### src/design/rbf_pkg.sv
`timescale 1ns / 1ps
// ----------------------------------------------------------------------------
// rbf_pkg: shared types and constants of the ring buffer FIFO
// Widths, operation codes and the command that runs from front to back.
// ----------------------------------------------------------------------------
package rbf_pkg;

    localparam int MAX_DEPTH   = 256;
    localparam int ADDR_W      = $clog2(MAX_DEPTH);
    localparam int CNT_W       = ADDR_W + 1;
    localparam int DATA_W      = 32;
    localparam int MAX_BURST   = 16;
    localparam int REQ_W       = 5;
    localparam int IDX_W       = (MAX_BURST > 1) ? $clog2(MAX_BURST) : 1;
    localparam int LG_W        = 4;
    localparam int QUEUE_DEPTH = 4;
    localparam int QPTR_W      = $clog2(QUEUE_DEPTH);

    typedef enum logic [1:0] {
        OP_PUSH = 2'd0,
        OP_POP  = 2'd1,
        OP_PEEK = 2'd2,
        OP_NONE = 2'd3
    } t_op;

    typedef enum logic [1:0] {
        K_PUSH   = 2'd0,
        K_BURST  = 2'd1,
        K_STATUS = 2'd2
    } t_kind;

    typedef struct packed {
        t_kind               kind;
        logic [ADDR_W-1:0]   addr;     // write address, or first read address
        logic [ADDR_W-1:0]   mask;     // capacity - 1
        logic [REQ_W-1:0]    count;    // elements in a burst, 1..MAX_BURST
        logic [DATA_W-1:0]   data;
        logic                accepted;
        logic [CNT_W-1:0]    fill;     // fill level after the item
        logic                empty;
        logic                full;
    } t_cmd;

endpackage

### src/design/rbf_front.sv
`timescale 1ns / 1ps
// ----------------------------------------------------------------------------
// rbf_front: item intake and bookkeeping
// Holds the counts and capacity, sizes each item and queues a command.
// ----------------------------------------------------------------------------
module rbf_front import rbf_pkg::*; (
    input  logic               i_clk,
    input  logic               i_rst_n,
    input  logic               i_cfg_valid,
    output logic               o_cfg_ready,
    input  logic [LG_W-1:0]    i_cfg_data,
    input  logic               i_valid,
    output logic               o_ready,
    input  logic [1:0]         i_op,
    input  logic [DATA_W-1:0]  i_push_data,
    input  logic [REQ_W-1:0]   i_req,
    output logic               o_cmd_valid,
    input  logic               i_cmd_ready,
    output t_cmd               o_cmd
);

    logic [LG_W-1:0]  r_lg;
    logic [CNT_W-1:0] r_wc, n_wc;
    logic [CNT_W-1:0] r_rc, n_rc;

    logic [LG_W-1:0]   lg_eff;
    logic [CNT_W-1:0]  cap;
    logic [ADDR_W-1:0] mask;
    logic [CNT_W-1:0]  fill;
    logic [CNT_W-1:0]  fill_after;
    logic [REQ_W-1:0]  req_c;
    logic [REQ_W-1:0]  n_elem;
    logic              push_ok;
    logic              accept;

    assign o_cfg_ready = 1'b1;
    assign o_ready     = i_cmd_ready;
    assign o_cmd_valid = i_valid;
    assign accept      = i_valid && i_cmd_ready;

    always_comb begin
        lg_eff = (r_lg == '0) ? LG_W'(1) : r_lg;
        if (lg_eff >= LG_W'(ADDR_W)) begin
            cap = CNT_W'(MAX_DEPTH);
        end else begin
            cap = CNT_W'(1) << lg_eff;
        end
        mask  = ADDR_W'(cap - CNT_W'(1));
        fill  = r_wc - r_rc;
        req_c = (i_req > REQ_W'(MAX_BURST)) ? REQ_W'(MAX_BURST) : i_req;
        n_elem = (CNT_W'(req_c) < fill) ? req_c : REQ_W'(fill);
        push_ok = fill < cap;

        n_wc = r_wc;
        n_rc = r_rc;
        o_cmd.kind     = K_STATUS;
        o_cmd.addr     = r_rc[ADDR_W-1:0] & mask;
        o_cmd.mask     = mask;
        o_cmd.count    = n_elem;
        o_cmd.data     = i_push_data;
        o_cmd.accepted = 1'b0;

        case (t_op'(i_op))
            OP_PUSH: begin
                o_cmd.kind     = K_PUSH;
                o_cmd.addr     = r_wc[ADDR_W-1:0] & mask;
                o_cmd.accepted = push_ok;
                if (push_ok) begin
                    n_wc = r_wc + CNT_W'(1);
                end
            end
            OP_POP: begin
                if (n_elem != '0) begin
                    o_cmd.kind = K_BURST;
                    n_rc = r_rc + CNT_W'(n_elem);
                end
            end
            OP_PEEK: begin
                if (n_elem != '0) begin
                    o_cmd.kind = K_BURST;
                end
            end
            default: begin
                o_cmd.kind = K_STATUS;
            end
        endcase

        fill_after  = n_wc - n_rc;
        o_cmd.fill  = fill_after;
        o_cmd.empty = (fill_after == '0);
        o_cmd.full  = (fill_after == cap);
    end

    always_ff @(posedge i_clk) begin
        if (!i_rst_n) begin
            r_lg <= LG_W'(ADDR_W);
            r_wc <= '0;
            r_rc <= '0;
        end else if (i_cfg_valid) begin
            // a new capacity empties the buffer
            r_lg <= i_cfg_data;
            r_wc <= '0;
            r_rc <= '0;
        end else if (accept) begin
            r_wc <= n_wc;
            r_rc <= n_rc;
        end
    end

endmodule

### config.mk
export PLATFORM = sky130hd
export DESIGN_NAME = rbf_front
export DESIGN_NICKNAME = d
export VERILOG_FILES = /design/src/design/rbf_pkg.sv /design/src/design/rbf_front.sv
export SDC_FILE = /design/constraint.sdc
export NUM_CORES = 1
export LEC_CHECK = 0
export BUFFER_PORTS_ARGS = -buffer_cell sky130_fd_sc_hd__buf_4
export CORE_MARGIN = 5
export CORE_UTILIZATION = 40
export CTS_BUF_LIST = sky130_fd_sc_hd__clkbuf_8
export DETAILED_ROUTE_END_ITERATION = 10
export HOLD_SLACK_MARGIN = 0.05
export PLACE_DENSITY = 0.73
export SLEW_MARGIN = 10
export SYNTH_ARGS = -nofsm -noshare
export SYNTH_HDL_FRONTEND = slang
export SYNTH_SLANG_ARGS = --single-unit
### constraint.sdc
create_clock -name i_clk -period 7.8 [get_ports i_clk]
set_input_delay 0 -clock i_clk [delete_from_list [all_inputs] [get_ports i_clk]]
set_output_delay 0 -clock i_clk [all_outputs]
set_load 0.1 [all_outputs]
==> out/qor.yml <==
vias: 3316
grt_pass1_vias: 3248
setup_violations: 0
syn_avg_cell_area_um2: 7.78
p_per_area_nw_per_um2: 140
arrival_ps: 7190
finalCritPeriodShare_pct: 92.1
syn_area_um2: 3470
hold_path.class: "primary input to flop"
clk_path_buf_depth: 2
syn_inst: 446
end_kind: "output port"
routedWlPerCell_um: 16.6
drtIter0Drc: 201
rsz0062_at_grt: "false"
path_delay_family: "compound AO/OA/AOI/OAI gates"
fin_nets: 579
cts_root_buf: "clkbuf_8"
cts_buffers: 3
ys_ff_latch: 22
grt_overflow_total: 0
start_util_pct: 40.4
drc_errors: 0
die_y_um: 103
drive_above_1_share_pct: 22.1
grt_antenna_before_repair: 0
cts_tree: "yes"
ys.flop_type: "dfxtp_1"
cp.required_ps: 7800
synth_edf_count: 0
grt_max_degree: 23
cp-start-kind: "flop"
cellLeakagePower_nw: 1.87
num_rows: 34
hpwl_um: 7750
critPathBufInv: 3
worst_path_largest_cell_delay_ps: 570
min_period_ps: 7190
chipWidth_um: 103
cts_setup_buffers: 0
htreeDepth: 1
insertion_delay_ps: 270
critical_path_class: "flop to output port"
grt_pass1_wl_um: 15900
max_freq_mhz: 139
synth_cell_type_count: 66
synth.area.top_cells: "ha_1, dfxtp_1, buf_4"
cts.sinks: 22
track_usage_pct: 18.9
crit_top_cell: "nor2_1"
finalNonFillerCells: 597
antenna_cells: 0
drt-total-wl_um: 9890
io_buffers: 51
place_inst: 554
hold_viol: 0
slew_headroom_pct: 30.2
synth-async-reset-ratio_pct: 0
ys_seq_area_share_pct: 12.7
drt-pass1-iter-count: 5
max-vdd-ir-drop_v: 0.0000812
syn2layout_area_growth_pct: 23.2
tightestPinTransition_ps: 1050
max_cap_violations: 0
yosysWarningCount: 0
fin_util_pct: 49.8
yosysTopAreaCell: "ha_1"
slew_viol_final: 0
status: "completed"
viasPerCell: 5.55
cpMaxStageDelayCell: "dfxtp_1"
pin_count: 118
yosysTopAreaCellShare_pct: 13.7
clk_pin_slew_worst_paths_ps: 80
dieArea_um2: 10600
fin_worst_skew_ps: 3.27
antenna_left: 0
worstPathMaxFanout: 12
coreArea_um2: 8590
ff2ff_setup_slack_ps: 2920
gp_congestion: 0.958
-- through the flow --
stage	power, mW	TNS (ps)	cell area (µm²)	worst slack (ps)	hold slack (ps)
final	0.598	0	4280	614	64.8
after global routing	0.621	0	4280	60.6	95.1
after CTS	0.599	0	4280	673	64.6
after detailed placement	0.435	0	3830	995	0.681
after global placement	0.431	0	3830	1090	0.681
after floorplan	0.456	-22.5	3670	-22.5	98.6
-- where the power goes --
part	internal, mW	total [mW]	switching [mW]
sequential	0.114	0.118	0.00429
combinational	0.0981	0.395	0.297
clock	0.0451	0.0849	0.0398
-- cell usage in the layout (no fill, tap or decap), types with 6 or more instances in the layout --
master,n
or3_1,6
nand2_1,25
nor2_1,42
nor2b_1,12
buf_4,51
dlygate4sd3_1,39
ha_1,34
inv_1,34
xnor2_1,24
nand3_1,10
mux2i_1,16
nor3_1,9
a211oi_1,9
dfxtp_1,20
a21o_1,7
a21oi_1,16
o21ai_0,19
xor2_1,7
-- registers in the layout, summed over array words and instances, names as in the netlist --
name	cells
r_rc	9
r_wc	9
r_lg	4
-- tightest hold or removal path, cell delays in order --
cell     delay [ps]
buf_4           130
mux2i_1          80
nor2b_1         100
-- timing repair --
action,in CTS,in global routing
resized for setup,0,0
hold endpoints to repair,36,0
hold buffers,39,0
endpoints found under the setup margin,0,0
-- cells by family (layout without fill, tap and decap cells) --
family,count (synthesis),count (layout),synth area share (%)
AO/OA/AOI/OAI,94,94,18.9
XOR/XNOR,40,40,11.1
adder cells (fa/ha/maj),41,41,15.4
buffers and inverters,90,131,14.3
flip-flops,22,22,12.7
multiplexers,22,22,6.56
other,1,3,0.108
AND/OR/NAND/NOR,136,136,20.9
-- metal layers --
metal  up-vias  track usage (%)  share of wire, %
li1       1604                -                 -
met1      1548             24.7                42
met2       143             31.9                49
met3        21             1.89               5.9
met4         0             7.27               3.3
met5         -                0                 0
-- Yosys cell counts (3+ instances only) --
master,number
a31o_2,4
nand2b_1,4
inv_1,37
or3_1,6
nand3_1,10
nor2_1,42
nand2_1,25
mux2_2,3
a21oi_1,16
mux2i_1,18
a21o_1,7
and2_1,5
xor2_1,8
dfxtp_1,22
o21ai_0,24
a211oi_1,10
o211ai_1,4
ha_1,38
xnor2_1,29
nor2b_1,12
nor3_1,9
buf_4,38
fa_1,3
clkbuf_1,11
o21a_1,4
or4_1,3
-- layout make-up --
type                            instances  area [µm²]
Inverter                               37         139
Multi-Input combinational cell        336        2730
Clock buffer                            4        55.1
Timing Repair Buffer                   90         773
Fill cell                             813        4320
Tap cell                              108         135
Sequential cell                        22         443
-- path summary, 6_finish.rpt --
| path | from | to | depth (start not counted) |
|---|---|---|---|
| min | i_cfg_valid | r_lg[1]$_SDFFE_PN0P_ | 3 |
| max reg2reg | r_wc[2]$_SDFFE_PP0P_ | r_rc[8]$_SDFFE_PP0P_ | 19 |
| min reg2reg | r_wc[8]$_SDFFE_PP0P_ | r_wc[8]$_SDFFE_PP0P_ | 2 |
| max | r_wc[2]$_SDFFE_PP0P_ | o_cmd[0] | 29 |
Power figures use the tool's default switching activity.
