### src/design/rbf_pkg.sv
`timescale 1ns / 1ps
// ----------------------------------------------------------------------------
// rbf_pkg: shared types and constants of the ring buffer FIFO
// Widths, operation codes and the command that runs from front to back.
// ----------------------------------------------------------------------------
package rbf_pkg;

    localparam int MAX_DEPTH   = 256;
    localparam int ADDR_W      = $clog2(MAX_DEPTH);
    localparam int CNT_W       = ADDR_W + 1;
    localparam int DATA_W      = 32;
    localparam int MAX_BURST   = 16;
    localparam int REQ_W       = 5;
    localparam int IDX_W       = (MAX_BURST > 1) ? $clog2(MAX_BURST) : 1;
    localparam int LG_W        = 4;
    localparam int QUEUE_DEPTH = 4;
    localparam int QPTR_W      = $clog2(QUEUE_DEPTH);

    typedef enum logic [1:0] {
        OP_PUSH = 2'd0,
        OP_POP  = 2'd1,
        OP_PEEK = 2'd2,
        OP_NONE = 2'd3
    } t_op;

    typedef enum logic [1:0] {
        K_PUSH   = 2'd0,
        K_BURST  = 2'd1,
        K_STATUS = 2'd2
    } t_kind;

    typedef struct packed {
        t_kind               kind;
        logic [ADDR_W-1:0]   addr;     // write address, or first read address
        logic [ADDR_W-1:0]   mask;     // capacity - 1
        logic [REQ_W-1:0]    count;    // elements in a burst, 1..MAX_BURST
        logic [DATA_W-1:0]   data;
        logic                accepted;
        logic [CNT_W-1:0]    fill;     // fill level after the item
        logic                empty;
        logic                full;
    } t_cmd;

endpackage

### src/design/rbf_queue.sv
`timescale 1ns / 1ps
// ----------------------------------------------------------------------------
// rbf_queue: command queue between front and back
// Small register queue so that each side may stall on its own.
// ----------------------------------------------------------------------------
module rbf_queue import rbf_pkg::*; (
    input  logic i_clk,
    input  logic i_rst_n,
    input  logic i_push,
    output logic o_ready,
    input  t_cmd i_cmd,
    output logic o_valid,
    input  logic i_pop,
    output t_cmd o_cmd
);

    t_cmd              r_mem [QUEUE_DEPTH];
    logic [QPTR_W-1:0] r_wr_ptr;
    logic [QPTR_W-1:0] r_rd_ptr;
    logic [QPTR_W:0]   r_cnt;
    logic              do_push;
    logic              do_pop;

    assign o_ready = (r_cnt != (QPTR_W+1)'(QUEUE_DEPTH));
    assign o_valid = (r_cnt != '0);
    assign o_cmd   = r_mem[r_rd_ptr];
    assign do_push = i_push && o_ready;
    assign do_pop  = i_pop && o_valid;

    always_ff @(posedge i_clk) begin
        if (do_push) begin
            r_mem[r_wr_ptr] <= i_cmd;
        end
    end

    always_ff @(posedge i_clk) begin
        if (!i_rst_n) begin
            r_wr_ptr <= '0;
            r_rd_ptr <= '0;
            r_cnt    <= '0;
        end else begin
            if (do_push) begin
                r_wr_ptr <= r_wr_ptr + QPTR_W'(1);
            end
            if (do_pop) begin
                r_rd_ptr <= r_rd_ptr + QPTR_W'(1);
            end
            case ({do_push, do_pop})
                2'b10:   r_cnt <= r_cnt + (QPTR_W+1)'(1);
                2'b01:   r_cnt <= r_cnt - (QPTR_W+1)'(1);
                default: r_cnt <= r_cnt;
            endcase
        end
    end

endmodule

### config.mk
export PLATFORM = sky130hd
export DESIGN_NAME = rbf_queue
export DESIGN_NICKNAME = d
export VERILOG_FILES = /design/src/design/rbf_pkg.sv /design/src/design/rbf_queue.sv
export SDC_FILE = /design/constraint.sdc
export NUM_CORES = 1
export LEC_CHECK = 0
export BUFFER_PORTS_ARGS = -buffer_cell sky130_fd_sc_hd__buf_2
export CELL_PAD_IN_SITES_DETAIL_PLACEMENT = 0
export CELL_PAD_IN_SITES_GLOBAL_PLACEMENT = 1
export CORE_UTILIZATION = 40
export CTS_CLUSTER_SIZE = 14
export DETAILED_ROUTE_END_ITERATION = 8
export PLACE_DENSITY_LB_ADDON = 0.2
export RECOVER_POWER = 50
export SETUP_SLACK_MARGIN = 0.02
export SYNTH_ARGS = -nofsm -noshare
export SYNTH_HDL_FRONTEND = slang
export SYNTH_SLANG_ARGS = --single-unit
### constraint.sdc
create_clock -name i_clk -period 3.8 [get_ports i_clk]
set_input_delay 0.76 -clock i_clk [delete_from_list [all_inputs] [get_ports i_clk]]
set_output_delay 0.76 -clock i_clk [all_outputs]
set_load 0.02 [all_outputs]
==> results by group, run 1 <==
Finish
  – Fillcell total: around 2,200
  – Layout cells sized above 1: between 30% and 40%
  – Most frequent cells in the layout: edfxtp_1, clkbuf_1, buf_2
  – Design area: roughly 0.012 sq mm
  – # nets final: between 600 and 700
  – Final core utilization: around half
  – Commonest non-fill, non-tap cell in the layout: edfxtp_1
  – Area growth, synth to finish: 18.5%
  – Fin cells: about 900

Timing
  – Relative slew slack: 20.9%
  – Fin crit share: 84.8%
  – Achievable frequency: 310 MHz
  – Setup_tns: 0 ns
  – Pins Over Slew Limit: 0
  – RSZ-0062 raised after global routing: false
  – Fin crit period: 3.22 ns
  – Fin. Hold Viols: 0
  – Worst hold margin: 0.488 ns
  – Final setup fails: 0
  – Worst slew pin tran: 1.19 ns
  – Skew final: 0.00829 ns

Setup path
  – Max FO, Critical Path: 27
  – Arrival time worst endpoint: approximately 2.5 ns
  – R2r worst-path depth: 4
  – Critical path type: reg2out
  – Worst setup SP type: register
  – CP endpoint kind: output pin
  – Worst EP required: roughly 3 ns

Die
  – Die W: around 160 microns
  – Core ar.: about 0.025 sq mm
  – Row count: 58
  – Die ar.: between 0.02 and 0.03 sq mm
  – Initial Utilization: between 40% and 50%
  – Io pins: 140
  – Die Y: around 160 microns

Clock tree
  – # hold bufs at CTS: 0
  – Post-CTS Setup Repair Bufs: 0
  – Clock transition at path regs: roughly 0.06 ns
  – CTS Buf Count: 28
  – H-tree levels: 1
  – Clk buf depth: 3
  – Clk sinks: around 280
  – TritonCTS clock tree: yes
  – Root buffer cell: clkbuf_16
  – # resized after CTS: 0
  – Worst skew pair latency: 0.53 ns

Pwr
  – Pleak: slightly below 4 nW
  – Peak VDD IR: approximately 0.33 mV
  – PD cells: ~700 mW/mm^2

Route
  – DRT Wirelength: just under 20 mm
  – Drt via density: ~5.0
  – Routed wire length per instance: between 20 and 25 microns
  – Vias: ~4,600
  – Initial drt markers: roughly 270
  – Drt first pass iters: 5
  – Post-route ant nets: 0
  – DRC: 0

Global routing
  – Vias in the first global route: roughly 5,000
  – First-pass GRT wire length: slightly below 30 mm
  – Global-route usage over all layers: approximately 15%
  – GRT Residual Overflow: 0
  – Initial antenna violation count: 3
  – Pin count of the biggest net entering global routing: between 50 and 60

Placement
  – Placed inst area: between 0.01 and 0.015 sq mm
  – Detail Placement HPWL: ~12 mm
  – Placed cells: 864
  – IO buf count: around 140
  – Routability-driven placement congestion ratio: just under 0.7

Logic synthesis
  – Yosys cell types: 25
  – Syn Nets: ~480
  – Register area share after synthesis: between 80 and 90%
  – Seq cells post-synth: 277
  – Mapped Cells: roughly 400
  – Syn_area_per_cell: ~25 sq um
  – Cell area after synthesis: 0.0102 sq mm
  – Yosys warnings: 0

Status
  – Status: completed

Worst hold path
  – HP Class: in2reg
  – Hold Path Cell Cnt: 1

Job
  – Max-Cap Viols: 0
==> cell families (layout without fill, tap and decap cells) <==
kind of cell    Yosys count  count (layout)  synth area share, %
flops                   277             277                 80.8
compound gates            6               6                0.418
simple gates             18              18                0.934
fa+ha+maj                 6               6                0.811
other cells               0               2                    0
mux                      69              69                 15.0
xor+xnor                  4               4                0.344
buf+inv                  22             204                 1.68
==> power breakdown <==
part           switching, W  total, W  internal, W
sequential         0.000152   0.00384      0.00369
clock               0.00106   0.00258      0.00152
combinational       0.00117   0.00204     0.000872
==> critical path, cell delays in order, from the launching register on <==
cell and delay, ns:
dfxtp_4 0.55, buf_4 0.59, mux4_2 0.60, buf_2 0.18
==> per-stage QoR <==
step	total power (W)	worst slack [ns]
after floorplan	0.00540	0.598
after global placement	0.00600	0.986
after detailed placement	0.00603	0.922
after CTS	0.00861	0.467
after global routing	0.00883	0.393
final	0.00846	0.579
==> layout make-up <==
cell class	count	area, sq um	area share [%]
Timing Repair Buffer	148	728	6.04
Multi-Input combinational cell	103	1790	14.8
Clock inverter	15	120	0.996
Inverter	6	22.5	0.187
Tap cell	330	413	3.42
Sequential cell	277	8240	68.3
Antenna cell	2	5.00	0.0415
Clock buffer	35	748	6.20
==> routing by layer <==
layer	GRT usage, %	share of wire [%]	up-vias
met4	3.77	1.9	2
met3	4.34	7.5	31
met2	24.3	48	137
met1	20.5	43	2399
met5	0	0.068	-
li1	-	-	2036
==> state kept, by name, summed over array words and instances (netlist names), named ones only <==
name,cells
r_mem,268
r_rd_ptr,2
r_cnt,3
r_wr_ptr,2
==> synth_stat cells <==
| library cell | count | area, sq um |
|---|---|---|
| buf_1 | 3 | 11.3 |
| nand2_1 | 6 | 22.5 |
| dfxtp_1 | 9 | 180 |
| xnor2_1 | 3 | 26.3 |
| inv_1 | 6 | 22.5 |
| ha_1 | 5 | 62.6 |
| buf_6 | 1 | 11.3 |
| a21boi_1 | 1 | 7.51 |
| buf_4 | 3 | 22.5 |
| and2_1 | 7 | 43.8 |
| a21boi_0 | 1 | 7.51 |
| nor2_1 | 1 | 3.75 |
| o31a_1 | 1 | 8.76 |
| fa_1 | 1 | 20.0 |
| o21ai_0 | 2 | 10.0 |
| mux4_2 | 67 | 1510 |
| or3_1 | 2 | 12.5 |
| xor2_1 | 1 | 8.76 |
| edfxtp_1 | 268 | 8050 |
| nor2b_1 | 2 | 12.5 |
| o311ai_0 | 1 | 8.76 |
| buf_12 | 4 | 80.1 |
| buf_2 | 4 | 20.0 |
| mux2i_1 | 2 | 20.0 |
| clkbuf_1 | 1 | 3.75 |
==> final timing paths <==
| path | startpoint | end | slack (ns) |
|---|---|---|---|
| setup / recovery | register | o_cmd[9] | 0.58 |
| setup reg to reg | r_cnt[0]$_SDFFE_PN0P_ | r_mem[2][65]$_DFFE_PP_ | 0.73 |
| hold reg to reg | r_wr_ptr[1]$_SDFFE_PN0P_ | r_wr_ptr[1]$_SDFFE_PN0P_ | 0.51 |
| hold / removal | i_cmd[12] | r_mem[1][12]$_DFFE_PP_ | 0.49 |
(Power assumes the default switching activity.)
==> inputs of run 2 (changes only) <==
clock period = 2.73 ns   (was 3.8 ns; I/O delays follow)
==> results by group, run 2 (same netlist as run 1, synthesis figures left out) <==
Status
  – Status: completed

Worst hold path
  – Hold Path Cell Cnt: 1
  – Hold_sp: i_cmd[57]
  – HP Class: in2reg
  – Hold Path End: r_mem[1][57]$_DFFE_PP_

Die
  – Row count: 58
  – Die Y: around 160 microns
  – Die ar.: about 0.026 sq mm
  – Initial Utilization: between 40% and 50%
  – Die W: approximately 160 microns
  – Io pins: 140
  – Core ar.: between 0.02 and 0.03 sq mm

Pwr
  – Pleak: a little over 4 nW
  – Peak VDD IR: between 0.5 and 0.6 mV
  – PD cells: ~1000 mW/mm^2

Timing
  – Fin crit share: roughly 93%
  – Worst hold margin: ~0.27 ns
  – Fin. Hold Viols: 0
  – Setup_tns: 0 ns
  – Worst slew pin tran: around 0.96 ns
  – RSZ-0062 raised after global routing: false
  – Achievable frequency: between 300 and 400 MHz
  – Fin crit period: roughly 2.6 ns
  – Final WS setup: between 0.15 and 0.2 ns
  – Pins Over Slew Limit: 0
  – Final setup fails: 0
  – Relative slew slack: 35.8%
  – Skew final: roughly 0.0091 ns

Global routing
  – First-pass GRT wire length: 29.7 mm
  – Global-route usage over all layers: between 10% and 20%
  – GRT Residual Overflow: 0
  – Initial antenna violation count: 1
  – Pin count of the biggest net entering global routing: 37
  – Vias in the first global route: about 5,300

Placement
  – Routability-driven placement congestion ratio: around 0.68
  – Placed inst area: ~0.011 sq mm
  – IO buf count: about 140
  – Detail Placement HPWL: 11.5 mm
  – Pre-CTS WS: 0.346 ns

Finish
  – Largest regs: r_mem x268, r_cnt x3
  – Area growth, synth to finish: 21.9%
  – ANT cells: 0
  – Commonest non-fill, non-tap cell in the layout: edfxtp_1
  – Final core utilization: roughly 49%
  – Design area: about 0.012 sq mm
  – # nets final: between 600 and 700
  – Layout cells sized above 1: 35.8%
  – Largest register FFs: roughly 270
  – Biggest register: r_mem
  – Most frequent cells in the layout: edfxtp_1, buf_2, clkbuf_1

Setup path
  – CP endpoint kind: output pin
  – Max FO, Critical Path: 26
  – Worst setup SP type: register
  – Flop2flop setup slack: roughly 0.28 ns
  – Worst R2R Start: r_cnt[1]$_SDFFE_PN0P_
  – Worst EP required: roughly 2.2 ns
  – Critical path type: reg2out
  – Reg2reg end: r_mem[1][39]$_DFFE_PP_
  – Arrival time worst endpoint: 2.00 ns
  – R2r worst-path depth: 5

Clock tree
  – CTS Buf Count: 29
  – Worst skew pair latency: ~0.53 ns
  – Clk buf depth: 3
  – Clk sinks: approximately 280
  – TritonCTS clock tree: yes
  – Root buffer cell: clkbuf_16
  – Clock transition at path regs: around 0.06 ns
  – H-tree levels: 1

Route
  – Drt first pass iters: 5
  – Initial drt markers: 344
  – Drt via density: roughly 5.1
  – DRC: 0
  – DRT Wirelength: between 15 and 20 mm
  – Post-route ant nets: 0
  – Routed wire length per instance: 20.4 microns
  – Vias: roughly 4,700

Job
  – Max-Cap Viols: 0
==> run 2: metrics by stage <==
| step | total power, W | cells |
|---|---|---|
| global route | 0.0131 | 933 |
| global placement | 0.00841 | 871 |
| CTS | 0.0127 | 924 |
| finish | 0.0125 | 933 |
| floorplan | 0.00750 | 402 |
| detailed placement | 0.00846 | 871 |
==> run 2: layer usage <==
metal	vias to the layer above	GRT usage (%)	share of wire [%]
met3	24	3.47	5.8
met5	-	0	0.068
met1	2502	19.3	43
li1	2067	-	-
met4	2	3.52	1.6
met2	122	25.9	50
==> run 2: final cells by class <==
cell class                      instances  area (sq um)
Clock buffer                           30           729
Clock inverter                         23           303
Fill cell                            2124         12700
Inverter                                6          22.5
Multi-Input combinational cell        103          1790
Sequential cell                       277          8240
Tap cell                              330           413
Timing Repair Buffer                  164           923
==> run 2: critical path: stages (launching register included) <==
cell and delay [ns]:
dfxtp_4 0.47, buf_16 0.27, mux4_2 0.55, buf_2 0.18
==> run 2: worst max path at each step <==
stage,startpoint,end,slack (ns),depth (start not counted)
finish,register,o_cmd[0],0.18,3
global route,register,o_cmd[28],0.08,3
CTS,register,o_cmd[4],0.04,3
detailed placement,i_push,r_cnt[2]$_SDFFE_PN0P_,0.35,10
global placement,i_push,r_cnt[2]$_SDFFE_PN0P_,0.48,10
floorplan,i_push,r_mem[0][0]$_DFFE_PP_,0.46,2
==> run 2: report_power, final <==
group	switching, W	internal (W)	total, W	leakage (nW)
Clock	0.00156	0.00260	0.00416	0.506
Combinational	0.00167	0.00136	0.00303	0.995
Sequential	0.000175	0.00513	0.00531	2.53
Total	0.00341	0.00910	0.0125	4.04
==> run 2: what timing repair did <==
action	in CTS	in global routing
endpoints found under the setup margin	0	23
hold buffers	0	0
gates resized for setup	0	1
buffers inserted	0	9
